File: src/rtl/core/udp_cks_pkg.sv
// Shared types, constants and the ones-complement fold for the UDP/IPv4
// transmit header checksum block. No dependencies.
package udp_cks_pkg;

	localparam int MAX_FRAME_BYTES = 4096;
	localparam int HDR_BYTES       = 42;
	localparam int CNT_W           = 13;
	localparam int SUM_W           = 28;
	localparam int QDEPTH          = 2;
	localparam int QPTR_W          = $clog2(QDEPTH);

	localparam logic [CNT_W-1:0] COUNT_MAX   = {CNT_W{1'b1}};
	localparam logic [CNT_W-1:0] MAX_PAYLOAD = CNT_W'(MAX_FRAME_BYTES - HDR_BYTES);
	localparam logic [CNT_W-1:0] HDR_LEN     = CNT_W'(HDR_BYTES);

	localparam logic [15:0] IP_VER_IHL   = 16'h4500;
	localparam logic [15:0] IP_TTL_PROTO = 16'h4011;
	localparam logic [15:0] PROTO_UDP    = 16'h0011;
	localparam logic [15:0] CKS_ALL_ONES = 16'hFFFF;

	typedef enum logic [0:0] {
		REG_SRC_IP   = 1'b0,
		REG_SRC_PORT = 1'b1
	} cfg_reg_t;

	typedef struct packed {
		logic [7:0]  payload_byte;
		logic        byte_valid;
		logic        last;
		logic [31:0] dst_ip;
		logic [15:0] dst_port;
	} in_item_t;

	typedef struct packed {
		logic        status;
		logic [11:0] ip_total_length;
		logic [11:0] udp_length;
		logic [15:0] ip_checksum;
		logic [15:0] udp_checksum;
		logic [15:0] udp_source_port;
		logic [12:0] frame_length;
	} out_item_t;

	// one finished packet handed from front to back
	typedef struct packed {
		logic [SUM_W-1:0] sum;
		logic [7:0]       high_byte;
		logic [CNT_W-1:0] count;
		logic [31:0]      dst_ip;
		logic [15:0]      dst_port;
	} job_t;

	// end-around carry fold of an unfolded sum down to 16 bits
	function automatic logic [15:0] ones_fold(input logic [SUM_W:0] x);
		logic [16:0] t;
		begin
			t = {1'b0, x[15:0]} + 17'(x[SUM_W:16]);
			return t[15:0] + 16'(t[16]);
		end
	endfunction

endpackage

File: src/rtl/core/udp_ipv4_tx_header_checksum.sv
// Top level of the UDP/IPv4 transmit header checksum block: config
// registers, front end, job queue, back end. Depends on udp_cks_pkg.
//
//  channel  | direction | handshake            | payload
//  ---------+-----------+----------------------+----------------------
//  in       | input     | in_valid / in_ready  | in_item (in_item_t)
//  out      | output    | out_valid / out_ready| out_item (out_item_t)
//  cfg      | input     | cfg_wen              | cfg_index, cfg_data
//
// One payload byte per cycle while in_ready is high; the front adds each
// byte pair as a word into the running sum when its second byte is taken.
// A last transaction passes a two-entry queue and a three-stage back
// pipeline. in_ready drops only while the job queue is full. Reset clears
// all control state and both config registers; no clearing pass is needed.
module udp_ipv4_tx_header_checksum import udp_cks_pkg::*; (
	input  logic        clk,
	input  logic        arst_n,
	input  logic        in_valid,
	output logic        in_ready,
	input  in_item_t    in_item,
	output logic        out_valid,
	input  logic        out_ready,
	output out_item_t   out_item,
	input  logic        cfg_wen,
	input  logic [0:0]  cfg_index,
	input  logic [31:0] cfg_data
);

	logic [31:0] src_ip_q;
	logic [15:0] src_port_q;
	logic        q_full, q_push, q_pop, q_not_empty;
	job_t        q_job, q_head;

	// config registers
	always_ff @(posedge clk or negedge arst_n) begin
		if (!arst_n) begin
			src_ip_q   <= '0;
			src_port_q <= '0;
		end else if (cfg_wen) begin
			case (cfg_reg_t'(cfg_index))
				REG_SRC_IP: begin
					src_ip_q <= cfg_data;
				end
				REG_SRC_PORT: begin
					src_port_q <= cfg_data[15:0];
				end
				default: begin
				end
			endcase
		end
	end

	udp_cks_front u_front (
		.clk      (clk),
		.arst_n   (arst_n),
		.in_valid (in_valid),
		.in_ready (in_ready),
		.in_item  (in_item),
		.q_full   (q_full),
		.q_push   (q_push),
		.q_job    (q_job)
	);

	udp_cks_queue u_queue (
		.clk       (clk),
		.arst_n    (arst_n),
		.push      (q_push),
		.push_job  (q_job),
		.full      (q_full),
		.pop       (q_pop),
		.not_empty (q_not_empty),
		.head      (q_head)
	);

	udp_cks_back u_back (
		.clk         (clk),
		.arst_n      (arst_n),
		.src_ip      (src_ip_q),
		.src_port    (src_port_q),
		.q_not_empty (q_not_empty),
		.q_head      (q_head),
		.q_pop       (q_pop),
		.out_valid   (out_valid),
		.out_ready   (out_ready),
		.out_item    (out_item)
	);

	// oversized packets carry nothing but the status flag
	a_over_zero: assert property (@(posedge clk) disable iff (!arst_n)
		out_valid && out_item.status |->
			out_item.udp_checksum == '0 && out_item.frame_length == '0)
		else $error("oversize result carries header fields");

	// a sent UDP checksum is never zero
	a_udp_nonzero: assert property (@(posedge clk) disable iff (!arst_n)
		out_valid && !out_item.status |-> out_item.udp_checksum != '0)
		else $error("zero UDP checksum sent");

	// frame and IP lengths differ by the Ethernet header
	a_len_link: assert property (@(posedge clk) disable iff (!arst_n)
		out_valid && !out_item.status |->
			out_item.frame_length == 13'(out_item.ip_total_length) + 13'd14)
		else $error("frame length and IP length disagree");

	// a full queue is the only reason to back-pressure the input
	a_ready_queue: assert property (@(posedge clk) disable iff (!arst_n)
		!in_ready |-> q_full && q_not_empty)
		else $error("input stalled with room in queue");

endmodule

File: src/rtl/core/udp_cks_front.sv
// Front end: accepts payload transactions, keeps the running word sum and
// byte count, and pushes one job per packet. Depends on udp_cks_pkg.
module udp_cks_front import udp_cks_pkg::*; (
	input  logic     clk,
	input  logic     arst_n,
	input  logic     in_valid,
	output logic     in_ready,
	input  in_item_t in_item,
	input  logic     q_full,
	output logic     q_push,
	output job_t     q_job
);

	logic [SUM_W-1:0] sum_q, sum_nx;
	logic [CNT_W-1:0] cnt_q, cnt_nx;
	logic [7:0]       hb_q, hb_nx;
	logic             take;
	logic             acc;

	assign in_ready = !q_full;
	assign acc      = in_valid && in_ready;

	// byte accumulation; counter saturates and stops summing
	always_comb begin
		take   = in_item.byte_valid && (cnt_q != COUNT_MAX);
		sum_nx = sum_q;
		hb_nx  = hb_q;
		if (take && cnt_q[0]) begin
			sum_nx = sum_q + SUM_W'({hb_q, in_item.payload_byte});
		end else if (take) begin
			hb_nx = in_item.payload_byte;
		end
		cnt_nx = cnt_q + CNT_W'(take);
	end

	assign q_push = acc && in_item.last;
	assign q_job  = '{sum: sum_nx, high_byte: hb_nx, count: cnt_nx,
		dst_ip: in_item.dst_ip, dst_port: in_item.dst_port};

	// packet state, cleared once the job is handed on
	always_ff @(posedge clk or negedge arst_n) begin
		if (!arst_n) begin
			sum_q <= '0;
			cnt_q <= '0;
			hb_q  <= '0;
		end else if (acc && in_item.last) begin
			sum_q <= '0;
			cnt_q <= '0;
			hb_q  <= '0;
		end else if (acc) begin
			sum_q <= sum_nx;
			cnt_q <= cnt_nx;
			hb_q  <= hb_nx;
		end
	end

endmodule

File: src/rtl/core/udp_cks_queue.sv
// Short job queue between front and back end.
// Depends on udp_cks_pkg.
module udp_cks_queue import udp_cks_pkg::*; (
	input  logic clk,
	input  logic arst_n,
	input  logic push,
	input  job_t push_job,
	output logic full,
	input  logic pop,
	output logic not_empty,
	output job_t head
);

	job_t              mem_q [QDEPTH];
	logic [QPTR_W-1:0] wr_ptr_q;
	logic [QPTR_W-1:0] rd_ptr_q;
	logic [QPTR_W:0]   cnt_q;
	logic              do_push;
	logic              do_pop;

	assign full      = (cnt_q == (QPTR_W+1)'(QDEPTH));
	assign not_empty = (cnt_q != '0);
	assign do_push   = push && !full;
	assign do_pop    = pop && not_empty;
	assign head      = mem_q[rd_ptr_q];

	// entry storage
	always_ff @(posedge clk) begin
		if (do_push) begin
			mem_q[wr_ptr_q] <= push_job;
		end
	end

	// pointers and fill level
	always_ff @(posedge clk or negedge arst_n) begin
		if (!arst_n) begin
			wr_ptr_q <= '0;
			rd_ptr_q <= '0;
			cnt_q    <= '0;
		end else begin
			if (do_push) begin
				wr_ptr_q <= wr_ptr_q + 1'b1;
			end
			if (do_pop) begin
				rd_ptr_q <= rd_ptr_q + 1'b1;
			end
			cnt_q <= cnt_q + (QPTR_W+1)'(do_push) - (QPTR_W+1)'(do_pop);
		end
	end

endmodule

File: src/rtl/core/udp_cks_back.sv
// Back end: three-stage header pipeline (operand sums, wide sums, fold
// and output register). Depends on udp_cks_pkg.
module udp_cks_back import udp_cks_pkg::*; (
	input  logic        clk,
	input  logic        arst_n,
	input  logic [31:0] src_ip,
	input  logic [15:0] src_port,
	input  logic        q_not_empty,
	input  job_t        q_head,
	output logic        q_pop,
	output logic        out_valid,
	input  logic        out_ready,
	output out_item_t   out_item
);

	logic en;

	logic             v_s1, over_s1;
	logic [SUM_W-1:0] psum_s1;
	logic [17:0]      addr_s1, port_s1;
	logic [13:0]      ulen_s1, tlen_s1;
	logic [15:0]      sport_s1;
	logic [CNT_W-1:0] cnt_s1;

	logic             v_s2, over_s2;
	logic [SUM_W:0]   usum_s2;
	logic [18:0]      isum_s2;
	logic [13:0]      ulen_s2, tlen_s2;
	logic [15:0]      sport_s2;
	logic [CNT_W-1:0] cnt_s2;

	logic             out_valid_q;
	out_item_t        out_q;

	logic [SUM_W-1:0] psum_c;
	logic [17:0]      addr_c, port_c;
	logic [13:0]      ulen_c, tlen_c;
	logic [15:0]      sport_c;
	logic [15:0]      ucks_c, icks_c;
	out_item_t        res_c;

	// whole pipeline moves when the output register is free or taken
	assign en        = !out_valid_q || out_ready;
	assign q_pop     = en && q_not_empty;
	assign out_valid = out_valid_q;
	assign out_item  = out_q;

	// stage 1 operands
	always_comb begin
		psum_c  = q_head.sum + (q_head.count[0] ?
			SUM_W'({q_head.high_byte, 8'h00}) : '0);
		addr_c  = 18'(src_ip[31:16]) + 18'(src_ip[15:0])
			+ 18'(q_head.dst_ip[31:16]) + 18'(q_head.dst_ip[15:0]);
		sport_c = (src_port == '0) ? q_head.dst_port : src_port;
		ulen_c  = 14'(q_head.count) + 14'd8;
		tlen_c  = 14'(q_head.count) + 14'd28;
		port_c  = 18'(sport_c) + 18'(q_head.dst_port) + 18'(PROTO_UDP)
			+ 18'({ulen_c, 1'b0});
	end

	// stage 3 fold, complement and oversize masking
	always_comb begin
		ucks_c = ~ones_fold(usum_s2);
		icks_c = ~ones_fold((SUM_W+1)'(isum_s2));
		if (ucks_c == '0) begin
			ucks_c = CKS_ALL_ONES;
		end
		res_c = '0;
		if (over_s2) begin
			res_c.status = 1'b1;
		end else begin
			res_c.ip_total_length = tlen_s2[11:0];
			res_c.udp_length      = ulen_s2[11:0];
			res_c.ip_checksum     = icks_c;
			res_c.udp_checksum    = ucks_c;
			res_c.udp_source_port = sport_s2;
			res_c.frame_length    = cnt_s2 + HDR_LEN;
		end
	end

	// stage valids
	always_ff @(posedge clk or negedge arst_n) begin
		if (!arst_n) begin
			v_s1        <= 1'b0;
			v_s2        <= 1'b0;
			out_valid_q <= 1'b0;
		end else if (en) begin
			v_s1        <= q_not_empty;
			v_s2        <= v_s1;
			out_valid_q <= v_s2;
		end
	end

	// stage payloads
	always_ff @(posedge clk) begin
		if (en) begin
			over_s1  <= q_head.count > MAX_PAYLOAD;
			psum_s1  <= psum_c;
			addr_s1  <= addr_c;
			port_s1  <= port_c;
			ulen_s1  <= ulen_c;
			tlen_s1  <= tlen_c;
			sport_s1 <= sport_c;
			cnt_s1   <= q_head.count;

			over_s2  <= over_s1;
			usum_s2  <= (SUM_W+1)'(psum_s1) + (SUM_W+1)'(addr_s1)
				+ (SUM_W+1)'(port_s1);
			isum_s2  <= 19'(IP_VER_IHL) + 19'(IP_TTL_PROTO) + 19'(tlen_s1)
				+ 19'(addr_s1);
			ulen_s2  <= ulen_s1;
			tlen_s2  <= tlen_s1;
			sport_s2 <= sport_s1;
			cnt_s2   <= cnt_s1;

			out_q    <= res_c;
		end
	end

endmodule
File: config.mk
export PLATFORM = sky130hd
export DESIGN_NAME = udp_ipv4_tx_header_checksum
export DESIGN_NICKNAME = d
export VERILOG_FILES = /design/src/rtl/core/udp_cks_pkg.sv /design/src/rtl/core/udp_ipv4_tx_header_checksum.sv /design/src/rtl/core/udp_cks_front.sv /design/src/rtl/core/udp_cks_queue.sv /design/src/rtl/core/udp_cks_back.sv
export SDC_FILE = /design/constraint.sdc
export NUM_CORES = 1
export LEC_CHECK = 0
export BUFFER_PORTS_ARGS = -buffer_cell sky130_fd_sc_hd__buf_2
export CAP_MARGIN = 20
export CORE_MARGIN = 2
export CORE_UTILIZATION = 45
export DETAILED_ROUTE_END_ITERATION = 7
export PLACE_DENSITY_LB_ADDON = 0.08
export RECOVER_POWER = 50
export SETUP_SLACK_MARGIN = 0.3
export SKIP_LAST_GASP = 1
export SYNTH_ARGS = -nofsm -noshare
export SYNTH_HDL_FRONTEND = slang
export SYNTH_SLANG_ARGS = --single-unit
File: constraint.sdc
create_clock -name clk -period 15.3 [get_ports clk]
set_input_delay 3.06 -clock clk [delete_from_list [all_inputs] [get_ports clk]]
set_output_delay 3.06 -clock clk [all_outputs]
set_load 0.01 [all_outputs]
==> impl_metrics.ini <==
[synthesis]
synth_edf_count = 489
synth_area_mm2 = 0.0303
synth_seq_area_share = 0.570
postSynthAreaPerCell_um2 = 13.0
yosys_warnings = 0
synth_fp_nets = 2638
synthesis.instances = 2332
synth_cell_type_count = 88
synth_seq_cells = 593
async_flop_share = 0.175
yosys_most_used_dff = edfxtp_1

[critical_path]
startpoint_type = flop
r2r_start = u_queue.rd_ptr_q
crit_path_end_kind = flop
r2r-end = u_back.addr_s1[16]
path_max_fanout = 47
cp.required_ns = 15.63
ff2ff_setup_slack_ns = 6.27
reg2reg_depth = 16
worstSetupPathType = reg2reg
crit_arrival_ns = 9.36

[worst_hold_path]
hold_path_end = u_back.sport_s2[0]
hold_class = reg2reg
min_from = u_back.sport_s1[0]
hold_path_depth = 0

[clocking]
cts_root_buffer = clkbuf_16
holdBufCountCts = 0
cts_setup_buffers = 0
post_cts_resized = 0
cts_buffers = 66
clkTransAtPathRegs_ns = 0.06
ctsHtreeMaxLevel = 3
insertion_delay_ns = 0.60
clock-sinks = 593
cts_buffer_depth = 3
cts_tree = built

[finish]
fin_nets = 2848
nFillCells = 5814
post-route-cell-area_mm2 = 0.0344
drive_gt1_frac = 0.148
final_core_utilization = 0.514
areaGrowthSynthToFinish_pct = 13.4

[grt]
grt.overflow.total = 0
grt_pass1_vias = 18400
grt_pass1_wl_mm = 105
grt_max_degree = 84
grtUsageTotal = 0.197
antenna_found_initial = 2

[die]
ios = 184
num_rows = 95
die_area_mm2 = 0.0695
die_w_um = 264
coreArea_mm2 = 0.0669
start_util = 0.453
die_y_um = 264

[placed_design]
io_buffers = 183
place_congestion = 0.870
placed_area_mm2 = 0.0323
dp_hpwl_mm = 50.7

[power]
power_density_mw_per_mm2 = 261
ir_worst_vdd_uv = 113
total_power_mw = 8.99
p_leak_nw = 13.5

[drt]
vias = 18500
ant_nets = 0
drc = 0
avgViaCountPerCell = 5.32
post_drt_wl_per_cell_um = 19.7
dr.pass1.iters = 7
dr.first_iter.drc_count = 1246
wl_mm = 68.3

[timing]
setup_viol = 0
worst_slew_pin_slew_ns = 3.58
timing.hold.ws_ns = 0.406
relSlewSlack = -1.39
min_period_ns = 9.03
max_freq_ghz = 0.111
rsz0062_at_grt = false
finalHoldViolations = 0
drv_slew = 411
fin_worst_skew_ns = 0.0209
min_period_over_period = 0.590
fin_tns_setup_ns = 0

[status]
violations = max-capacitance violations, max-slew violations
outcome = complete, but fails checks

[flow_run]
cap_violations = 8
## critical path, cell delays in order, from the launching register on
cell       delay (ns)
dfrtp_1          0.84
clkbuf_1         1.98
clkbuf_1         2.25
mux2i_1          0.50
fa_1             0.66
inv_1            0.05
ha_1             0.21
a21o_1           0.18
a21oi_1          0.20
nand2b_1         0.13
a21boi_0         0.10
nor3_1           0.27
o31ai_1          0.17
o41ai_1          0.62
o2111ai_1        0.23
a21oi_1          0.22
xnor2_1          0.08
## stage by stage
stage / instances / setup WS [ns]
after floorplan: 2332 / 3.72
after global placement: 3347 / 9.03
after detailed placement: 3347 / 8.93
after CTS: 3468 / 9.56
after global routing: 3468 / 5.42
final: 3469 / 6.27
## routing by layer
metal	GRT usage	share of wire	wire length, µm
met1	0.268	0.46	31300
met2	0.328	0.48	32500
met3	0.0329	0.044	2980
met4	0.0558	0.023	1560
met5	0	0.00035	24
## logic make-up (layout without fill, tap and decap cells)
kind of cell,Yosys count,in the layout,share of synthesized area
AO/OA/AOI/OAI,393,393,0.0876
XOR/XNOR,220,220,0.0640
adder cells (fa/ha/maj),210,210,0.0975
buffers and inverters,161,424,0.0212
flip-flops,593,593,0.570
multiplexers,175,175,0.0627
other,0,1,0
AND/OR/NAND/NOR,580,580,0.0973
## synthesized netlist by cell type, types with 55 or more instances
cell / instances / area (µm²)
a21oi_1: 91 / 455
dfrtp_1: 104 / 2600
edfxtp_1: 489 / 14700
ha_1: 166 / 2080
inv_1: 102 / 383
mux2_2: 120 / 1350
mux2i_1: 55 / 551
nand2_1: 126 / 473
nor2_1: 141 / 529
nor2b_1: 64 / 400
o21ai_0: 88 / 440
xnor2_1: 147 / 1290
xor2_1: 71 / 622
## layout by cell type (no fill, tap or decap), drive strengths merged, types with 14 or more instances in the layout
master  count
a211oi     18
a21o       31
a21oi      95
a22o       25
a31oi      19
and2       17
and3       24
buf       110
clkbuf    179
clkinv     17
dfrtp     104
edfxtp    489
fa         44
ha        166
inv       106
mux2      120
mux2i      55
nand2     129
nand2b     50
nand3      46
nor2      142
nor2b      64
nor3       39
o21a       16
o21ai      97
or2        14
xnor2     148
xor2       72
## flip-flops by register name, summed over array words and instances, names as in the netlist, 16 cells and up
signal           count
u_back.port_s1      18
u_back.usum_s2      29
u_queue.mem_q      194
u_back.isum_s2      19
u_front.sum_q       28
src_ip_q            32
u_back.psum_s1      28
u_back.addr_s1      18
src_port_q          16
u_back.sport_s1     16
u_back.out_item     83
u_back.sport_s2     16
## layout make-up
type	count	area (µm²)	area share
clock buffer	88	1860	0.0540
multi-input combinational	1578	12400	0.361
antenna	1	2.50	0.0000727
clock inverter	33	452	0.0131
tap	873	1090	0.0317
sequential	593	17300	0.502
timing repair buffer	201	910	0.0264
inverter	102	383	0.0111
## report_power, final
| part | internal, mW | switching, mW |
|---|---|---|
| clock | 1.01 | 0.649 |
| combinational | 1.86 | 2.56 |
| sequential | 2.60 | 0.307 |
## worst max-delay path by stage
stage | slack [ns] | cells past startpoint | endpoint | start
after detailed placement | 8.93 | 5 | u_back.out_item[60] | out_ready
after floorplan | 3.72 | 7 | u_queue.cnt_q[1] | out_ready
after global placement | 9.03 | 5 | u_back.out_item[58] | out_ready
after global routing | 5.42 | 16 | u_back.addr_s1[16] | u_queue.rd_ptr_q
final | 6.27 | 16 | u_back.addr_s1[16] | u_queue.rd_ptr_q
after CTS | 9.56 | 21 | u_back.port_s1[17] | src_port_q[10]
Power figures use the tool's default switching activity.
